--- config.mk ---
export PLATFORM = sky130hd
export DESIGN_NAME = framed_crc16_receiver_unit_flat
export DESIGN_NICKNAME = d
export VERILOG_FILES = /design/src/hw/rtl/fcrc_pkg.sv /design/src/hw/rtl/fcrc_if.sv /design/src/hw/rtl/framed_crc16_receiver_unit.sv /design/src/hw/rtl/fcrc_parser.sv /design/src/hw/rtl/fcrc_out_reg.sv /design/src/flat_wrapper.sv
export SDC_FILE = /design/constraint.sdc
export NUM_CORES = 1
export LEC_CHECK = 0
export ABC_AREA = 1
export BUFFER_PORTS_ARGS = -buffer_cell sky130_fd_sc_hd__buf_2
export CORE_MARGIN = 4
export CORE_UTILIZATION = 61
export CTS_BUF_LIST = sky130_fd_sc_hd__clkbuf_4 sky130_fd_sc_hd__clkbuf_8
export CTS_CLUSTER_SIZE = 16
export DETAILED_ROUTE_END_ITERATION = 10
export PLACE_DENSITY_LB_ADDON = 0.25
export SLEW_MARGIN = 25
export SYNTH_ARGS = -nofsm -noshare
export SYNTH_HDL_FRONTEND = slang
export SYNTH_SLANG_ARGS = --single-unit
export TNS_END_PERCENT = 30
--- constraint.sdc ---
create_clock -name clk -period 3.26 [get_ports clk]
set_input_delay 0.489 -clock clk [delete_from_list [all_inputs] [get_ports clk]]
set_output_delay 0.489 -clock clk [all_outputs]
set_load 0.02 [all_outputs]
--- src/hw/rtl/fcrc_pkg.sv ---
// Package: shared types, header codes and the CRC-16 byte update for the frame receiver.
package fcrc_pkg;

	localparam logic [7:0] HDR_FIRST    = 8'h3B;
	localparam logic [7:0] HDR_SECOND   = 8'h01;
	localparam logic [7:0] MIN_LAST_IDX = 8'd3;
	localparam logic [7:0] SHORT_LEN    = 8'd4;

	typedef enum logic [1:0] {
		PH_HUNT = 2'd0,
		PH_REQ  = 2'd1,
		PH_LEN  = 2'd2,
		PH_BODY = 2'd3
	} phase_t;

	typedef struct packed {
		logic [7:0] frame_byte;
		logic [7:0] byte_index;
		logic       last;
		logic       crc_ok;
	} res_t;

	// Reflected 0x1021 update, one byte, table-free form.
	function automatic logic [15:0] crc_step(input logic [15:0] crc, input logic [7:0] b);
		logic [7:0]  d;
		logic [15:0] r;
		d = b ^ crc[7:0];
		d = d ^ {d[3:0], 4'h0};
		r = {d, crc[15:8]};
		r = r ^ {12'h000, d[7:4]} ^ {5'h00, d, 3'b000};
		return r;
	endfunction

endpackage

--- src/hw/rtl/fcrc_if.sv ---
// Interfaces: received byte channel and frame byte result channel.
interface fcrc_byte_if;
	logic       valid;
	logic       ready;
	logic [7:0] rx_byte;

	modport source (output valid, output rx_byte, input ready);
	modport sink   (input valid, input rx_byte, output ready);
endinterface

interface fcrc_frame_if;
	logic       valid;
	logic       ready;
	logic [7:0] frame_byte;
	logic [7:0] byte_index;
	logic       last;
	logic       crc_ok;

	modport source (output valid, output frame_byte, output byte_index, output last,
		output crc_ok, input ready);
	modport sink   (input valid, input frame_byte, input byte_index, input last,
		input crc_ok, output ready);
endinterface

--- src/hw/rtl/framed_crc16_receiver_unit.sv ---
// Top level: framed CRC-16 receiver, byte in, indexed frame byte out.
//
//  channel | dir | handshake    | payload
//  --------+-----+--------------+---------------------------------------------
//  rx      | in  | valid/ready  | rx_byte[7:0]
//  frame   | out | valid/ready  | frame_byte[7:0], byte_index[7:0], last, crc_ok
//
// One byte per cycle: the parser state and the byte-wide CRC update sit between
// the state registers and the single result register, so throughput is one
// request per clock while the sink keeps up.
// frame.valid rises in the cycle after rx accepts a byte that joins a frame.
// rx.ready drops only when the result register is full and frame.ready is low.
// Bytes that do not join a frame (hunt misses, bad second header) give no request.
// Reset (arst_n low) returns to header hunting with an empty result register.
module framed_crc16_receiver_unit (
	input  logic                clk,
	input  logic                arst_n,
	fcrc_byte_if.sink           rx,
	fcrc_frame_if.source        frame
);

	logic           fire;
	logic           in_ready;
	logic           res_vld;
	fcrc_pkg::res_t res;
	fcrc_pkg::res_t out_res;

	// byte accepted when the result register can take it
	assign rx.ready = in_ready;
	assign fire     = rx.valid && in_ready;

	fcrc_parser u_parser (
		.clk     (clk),
		.arst_n  (arst_n),
		.fire    (fire),
		.rx_byte (rx.rx_byte),
		.res_vld (res_vld),
		.res     (res)
	);

	fcrc_out_reg u_out_reg (
		.clk       (clk),
		.arst_n    (arst_n),
		.fire      (fire),
		.res_vld   (res_vld),
		.res       (res),
		.out_ready (frame.ready),
		.out_valid (frame.valid),
		.out_res   (out_res),
		.in_ready  (in_ready)
	);

	assign frame.frame_byte = out_res.frame_byte;
	assign frame.byte_index = out_res.byte_index;
	assign frame.last       = out_res.last;
	assign frame.crc_ok     = out_res.crc_ok;

endmodule

--- src/hw/rtl/fcrc_parser.sv ---
// Frame parser: header hunt, length capture, running CRC and result build per byte.
module fcrc_parser (
	input  logic                clk,
	input  logic                arst_n,
	input  logic                fire,
	input  logic [7:0]          rx_byte,
	output logic                res_vld,
	output fcrc_pkg::res_t      res
);

	fcrc_pkg::phase_t phase_q, phase_d;
	logic [7:0]  len_q, len_d;
	logic [7:0]  cnt_q, cnt_d;
	logic [15:0] crc_q, crc_d;
	logic [7:0]  prev_q, prev_d;

	logic [7:0]  last_idx;
	logic        at_end;
	logic [15:0] crc_absorb;

	assign last_idx   = (len_q > fcrc_pkg::SHORT_LEN) ? (len_q - 8'd1) : fcrc_pkg::MIN_LAST_IDX;
	assign at_end     = (cnt_q >= last_idx);
	assign crc_absorb = fcrc_pkg::crc_step(crc_q, prev_q);

	// next state
	always_comb begin
		phase_d = phase_q;
		len_d   = len_q;
		cnt_d   = cnt_q;
		crc_d   = crc_q;
		prev_d  = prev_q;
		case (phase_q)
			fcrc_pkg::PH_HUNT: begin
				if (rx_byte == fcrc_pkg::HDR_FIRST) begin
					phase_d = fcrc_pkg::PH_REQ;
					cnt_d   = 8'd1;
					crc_d   = 16'h0000;
					prev_d  = rx_byte;
				end else begin
					len_d  = 8'd0;
					cnt_d  = 8'd0;
					crc_d  = 16'h0000;
					prev_d = 8'd0;
				end
			end
			fcrc_pkg::PH_REQ: begin
				if (rx_byte == fcrc_pkg::HDR_SECOND) begin
					phase_d = fcrc_pkg::PH_LEN;
					cnt_d   = 8'd2;
					crc_d   = crc_absorb;
					prev_d  = rx_byte;
				end else begin
					phase_d = fcrc_pkg::PH_HUNT;
					len_d   = 8'd0;
					cnt_d   = 8'd0;
					crc_d   = 16'h0000;
					prev_d  = 8'd0;
				end
			end
			fcrc_pkg::PH_LEN: begin
				phase_d = fcrc_pkg::PH_BODY;
				len_d   = rx_byte;
				cnt_d   = 8'd3;
				crc_d   = crc_absorb;
				prev_d  = rx_byte;
			end
			fcrc_pkg::PH_BODY: begin
				if (at_end) begin
					phase_d = fcrc_pkg::PH_HUNT;
					len_d   = 8'd0;
					cnt_d   = 8'd0;
					crc_d   = 16'h0000;
					prev_d  = 8'd0;
				end else begin
					cnt_d  = cnt_q + 8'd1;
					crc_d  = crc_absorb;
					prev_d = rx_byte;
				end
			end
			default: begin
				phase_d = fcrc_pkg::PH_HUNT;
			end
		endcase
	end

	// result for the byte being accepted
	always_comb begin
		res_vld        = 1'b1;
		res.frame_byte = rx_byte;
		res.byte_index = cnt_q;
		res.last       = 1'b0;
		res.crc_ok     = 1'b0;
		case (phase_q)
			fcrc_pkg::PH_HUNT: begin
				res_vld        = (rx_byte == fcrc_pkg::HDR_FIRST);
				res.byte_index = 8'd0;
			end
			fcrc_pkg::PH_REQ: begin
				res_vld = (rx_byte == fcrc_pkg::HDR_SECOND);
			end
			fcrc_pkg::PH_LEN: begin
				res_vld = 1'b1;
			end
			fcrc_pkg::PH_BODY: begin
				res.last   = at_end;
				res.crc_ok = at_end && ({rx_byte, prev_q} == crc_q);
			end
			default: begin
				res_vld = 1'b0;
			end
		endcase
	end

	always_ff @(posedge clk or negedge arst_n) begin
		if (!arst_n) begin
			phase_q <= fcrc_pkg::PH_HUNT;
			len_q   <= 8'd0;
			cnt_q   <= 8'd0;
			crc_q   <= 16'h0000;
			prev_q  <= 8'd0;
		end else if (fire) begin
			phase_q <= phase_d;
			len_q   <= len_d;
			cnt_q   <= cnt_d;
			crc_q   <= crc_d;
			prev_q  <= prev_d;
		end
	end

endmodule

--- src/hw/rtl/fcrc_out_reg.sv ---
// Result register: holds one frame byte request until the sink takes it.
module fcrc_out_reg (
	input  logic           clk,
	input  logic           arst_n,
	input  logic           fire,
	input  logic           res_vld,
	input  fcrc_pkg::res_t res,
	input  logic           out_ready,
	output logic           out_valid,
	output fcrc_pkg::res_t out_res,
	output logic           in_ready
);

	logic           vld_q;
	fcrc_pkg::res_t res_q;

	assign in_ready  = !vld_q || out_ready;
	assign out_valid = vld_q;
	assign out_res   = res_q;

	always_ff @(posedge clk or negedge arst_n) begin
		if (!arst_n) begin
			vld_q <= 1'b0;
		end else if (in_ready) begin
			vld_q <= fire && res_vld;
		end
	end

	always_ff @(posedge clk) begin
		if (fire && res_vld) begin
			res_q <= res;
		end
	end

endmodule

--- src/flat_wrapper.sv ---
// flat-port wrapper written by rule: the top's interface ports become plain ports
module framed_crc16_receiver_unit_flat 
  (clk, arst_n, rx_valid, rx_rx_byte, rx_ready, frame_valid, frame_frame_byte, frame_byte_index, frame_last, frame_crc_ok, frame_ready);
  fcrc_byte_if rx_i ();
  fcrc_frame_if frame_i ();
  input  logic clk;
  input  logic arst_n;
  input wire logic [$bits(rx_i.valid)-1:0] rx_valid;
  input wire logic [$bits(rx_i.rx_byte)-1:0] rx_rx_byte;
  output wire logic [$bits(rx_i.ready)-1:0] rx_ready;
  output wire logic [$bits(frame_i.valid)-1:0] frame_valid;
  output wire logic [$bits(frame_i.frame_byte)-1:0] frame_frame_byte;
  output wire logic [$bits(frame_i.byte_index)-1:0] frame_byte_index;
  output wire logic [$bits(frame_i.last)-1:0] frame_last;
  output wire logic [$bits(frame_i.crc_ok)-1:0] frame_crc_ok;
  input wire logic [$bits(frame_i.ready)-1:0] frame_ready;
  assign rx_i.valid = rx_valid;
  assign rx_i.rx_byte = rx_rx_byte;
  assign rx_ready = rx_i.ready;
  assign frame_valid = frame_i.valid;
  assign frame_frame_byte = frame_i.frame_byte;
  assign frame_byte_index = frame_i.byte_index;
  assign frame_last = frame_i.last;
  assign frame_crc_ok = frame_i.crc_ok;
  assign frame_i.ready = frame_ready;
  framed_crc16_receiver_unit u_core (.clk(clk), .arst_n(arst_n), .rx(rx_i), .frame(frame_i));
endmodule
==> qor.csv <==
metric,value,unit
reg2reg start,u_core.u_parser.len_q[0],
initial antenna violation count,0,
grt ovf,0,
RSZ-0062 raised after global routing,false,
Post-synth EDFFs,18,
Worst-Skew Late Latency,0.34,ns
FF-to-FF setup slack,0.55,ns
layout cells sized above 1,0.164,
Post-route DRC,0,
RR Endpoint,u_core.u_parser.crc_q[12],
Num CTS Buffers,9,
Placed Instances,494,
PD cells,460,nW/um^2
Clock Path Buffers,2,
Power Total,1.74,mW
H-tree depth,3,
post-CTS sizing,0,
critical path's top delay family,simple AND/OR/NAND/NOR gates,
Final Slew Violations,0,
"Req. time, crit path",3.52,ns
final hold vios,0,
DP HPWL,5.44,mm
max frequency,369,MHz
worst hold path class,primary input to asynchronous set/reset pin,
fin nets,458,
Post-Syn Instances,400,
die width,82.2,um
FF-to-FF path depth,14,
clock root buffer,clkbuf_8,
Buffers on Ports,31,
Final Skew,0.00831,ns
endpoints failing setup,0,
Layout Cell Area excl Fill,3780,um^2
Netlist cell types,37,
vias per cell,5.41,
Clock Pin Slew Worst Setup and Hold Paths,0.07,ns
register area share after synthesis,0.481,
cts-stage hold buffer count,0,
I/O Pins,32,
n_diodes,0,
setup bufs post-CTS,0,
synthesis-stage register bit count,61,
Post-Syn Area,3360,um^2
Max VDD drop,0.000315,V
Synth area leaders,"dfrtp_1 32%, edfxtp_1 16%, nand2_1 12%",
clock sink count,61,
Critical path buffers and inverters,1,
minimum clock period after layout,2.71,ns
"commonest non-fill, non-tap cell in the layout",nand2_1,
max incr delay on CP,0.37,ns
cell chain of the critical path,inv_1 -> ha_1 -> o21ai_0 -> nor2_1 -> a21oi_1 -> o21ai_0 -> ha_1 -> a21oi_1 -> nor2_1 -> nor2_2 -> nand3_2 -> nand2_2 -> nand2_2 -> o21ai_1,
final setup margin,0.552,ns
Die Y,82.2,um
pre-CTS setup slack,0.553,ns
period utilisation layout,0.831,
GPL Wtd Cong,0.890,
"Cell Count, Final, Fillers Out",510,
Worst-Margin Slew,0.731,ns
synth warn,0,
DR vias,2760,
Fill cells,419,
first-pass GRT wire length,12.9,mm
Leak Pwr,1.86,nW
Initial Util,0.645,
wire length per cell,14.7,um
Mapped Nets,423,
remaining antenna violation count,0,
setup TNS,0,ns
WL final,7.50,mm
area share of the largest cell type after synthesis,0.320,
"Arr. time, crit path",2.97,ns
vias in the first global route,2767,
CP startpoint kind,register,
DIE AREA,6760,um^2
DRT iter0 DRCs,165,
Synth Flop Type,dfrtp_1,
Setup crit end kind,register,
cell taking the most area after synthesis,dfrtp_1,
Rows,26,
status,finished clean,
CP max FO,10,
Core ar.,5200,um^2
most frequent cells in the layout,"103 x nand2_1, 44 x inv_1, 43 x nor2_1, 43 x dfrtp_1, 30 x buf_2",
syn_area_per_cell,8.40,um^2
Total Routing Usage GR,0.257,
Critical Path Slowest Stage Cell,dfrtp_1,
Max-slew headroom,0.512,
area growth from synthesis to layout,12.4,%
Worst Setup Path Type,register to register,
First-pass DRT Iterations,4,
area of placed instances,3560,um^2
asr flop ratio synth,0.705,
largest net degree at the start of global routing,44,
TritonCTS clock tree,built,
Max Cap Violations,0,
[final cells by class]
cell class / instances / area [um^2] / area share
Tap cell: 70 / 87.6 / 0.0232
Clock buffer: 11 / 139 / 0.0368
Clock inverter: 5 / 75.1 / 0.0199
Multi-Input combinational cell: 282 / 1510 / 0.400
Sequential cell: 61 / 1620 / 0.428
Inverter: 49 / 184 / 0.0487
Timing Repair Buffer: 32 / 165 / 0.0437
[metrics by stage]
stage	hold slack, ns	util
after floorplan	0.193	-
after global placement	0.493	0.684
after detailed placement	0.500	0.684
after CTS	0.318	0.725
after global routing	0.168	0.725
final	0.136	0.725
[worst register-to-register path: stages, from the launching register on]
cell and delay (ns):
dfrtp_1 0.37, inv_1 0.10, ha_1 0.21, o21ai_0 0.21, nor2_1 0.12, a21oi_1 0.12, o21ai_0 0.10, ha_1 0.30
a21oi_1 0.16, nor2_1 0.06, nor2_2 0.13, nand3_2 0.17, nand2_2 0.20, nand2_2 0.19, o21ai_1 0.18
[worst max-delay path by stage]
stage / start / endpoint / depth (start not counted)
final: u_core.u_parser.len_q[0] / u_core.u_parser.crc_q[12] / 14
after global routing: u_core.u_parser.len_q[0] / u_core.u_parser.crc_q[13] / 14
after CTS: u_core.u_parser.len_q[0] / u_core.u_parser.crc_q[12] / 14
after detailed placement: u_core.u_parser.len_q[0] / u_core.u_parser.crc_q[12] / 14
after global placement: u_core.u_parser.len_q[0] / u_core.u_parser.crc_q[7] / 14
after floorplan: u_core.u_parser.len_q[0] / u_core.u_parser.crc_q[0] / 14
[flip-flops by register name (all words and copies together) (netlist names), named ones only]
register                    flops
u_core.u_out_reg.out_res       18
u_core.u_parser.crc_q          16
u_core.u_parser.cnt_q           8
u_core.u_parser.len_q           8
u_core.u_parser.prev_q          8
u_core.u_out_reg.out_valid      1
u_core.u_parser.phase_q         1
[layer usage]
metal / vias up / wire, um / track usage
li1: 1350 / - / -
met1: 1307 / 3130 / 0.320
met2: 86 / 3850 / 0.426
met3: 17 / 365 / 0.0575
met4: 0 / 157 / 0.116
met5: - / 0 / 0
[power by group]
group	internal, mW	leakage, nW	switching [mW]
registers	0.803	0.754	0.0256
clock network	0.443	0.114	0.287
logic	0.0542	0.995	0.125
total	1.30	1.86	0.437
[logic make-up after synthesis]
logic type	count (synthesis)	synth area share
AOI/OAI and AO/OA	40	0.0648
xor gates and xnor gates	27	0.0727
adders and majority gates	11	0.0410
buffers and inverters	57	0.0693
DFF	61	0.481
and+or+nand+nor	204	0.271
[synth_stat cells, types with 4 or more instances]
cell type / n
inv_1: 44
nand4_1: 10
edfxtp_1: 18
inv_2: 5
nor2_2: 5
nand2_2: 4
nand3_1: 22
xor2_1: 19
dfrtp_1: 43
nand2_1: 103
nor2_1: 43
a21oi_1: 6
ha_1: 11
xnor2_1: 7
o21ai_0: 12
o21ai_1: 16
Power figures use the tool's default switching activity.
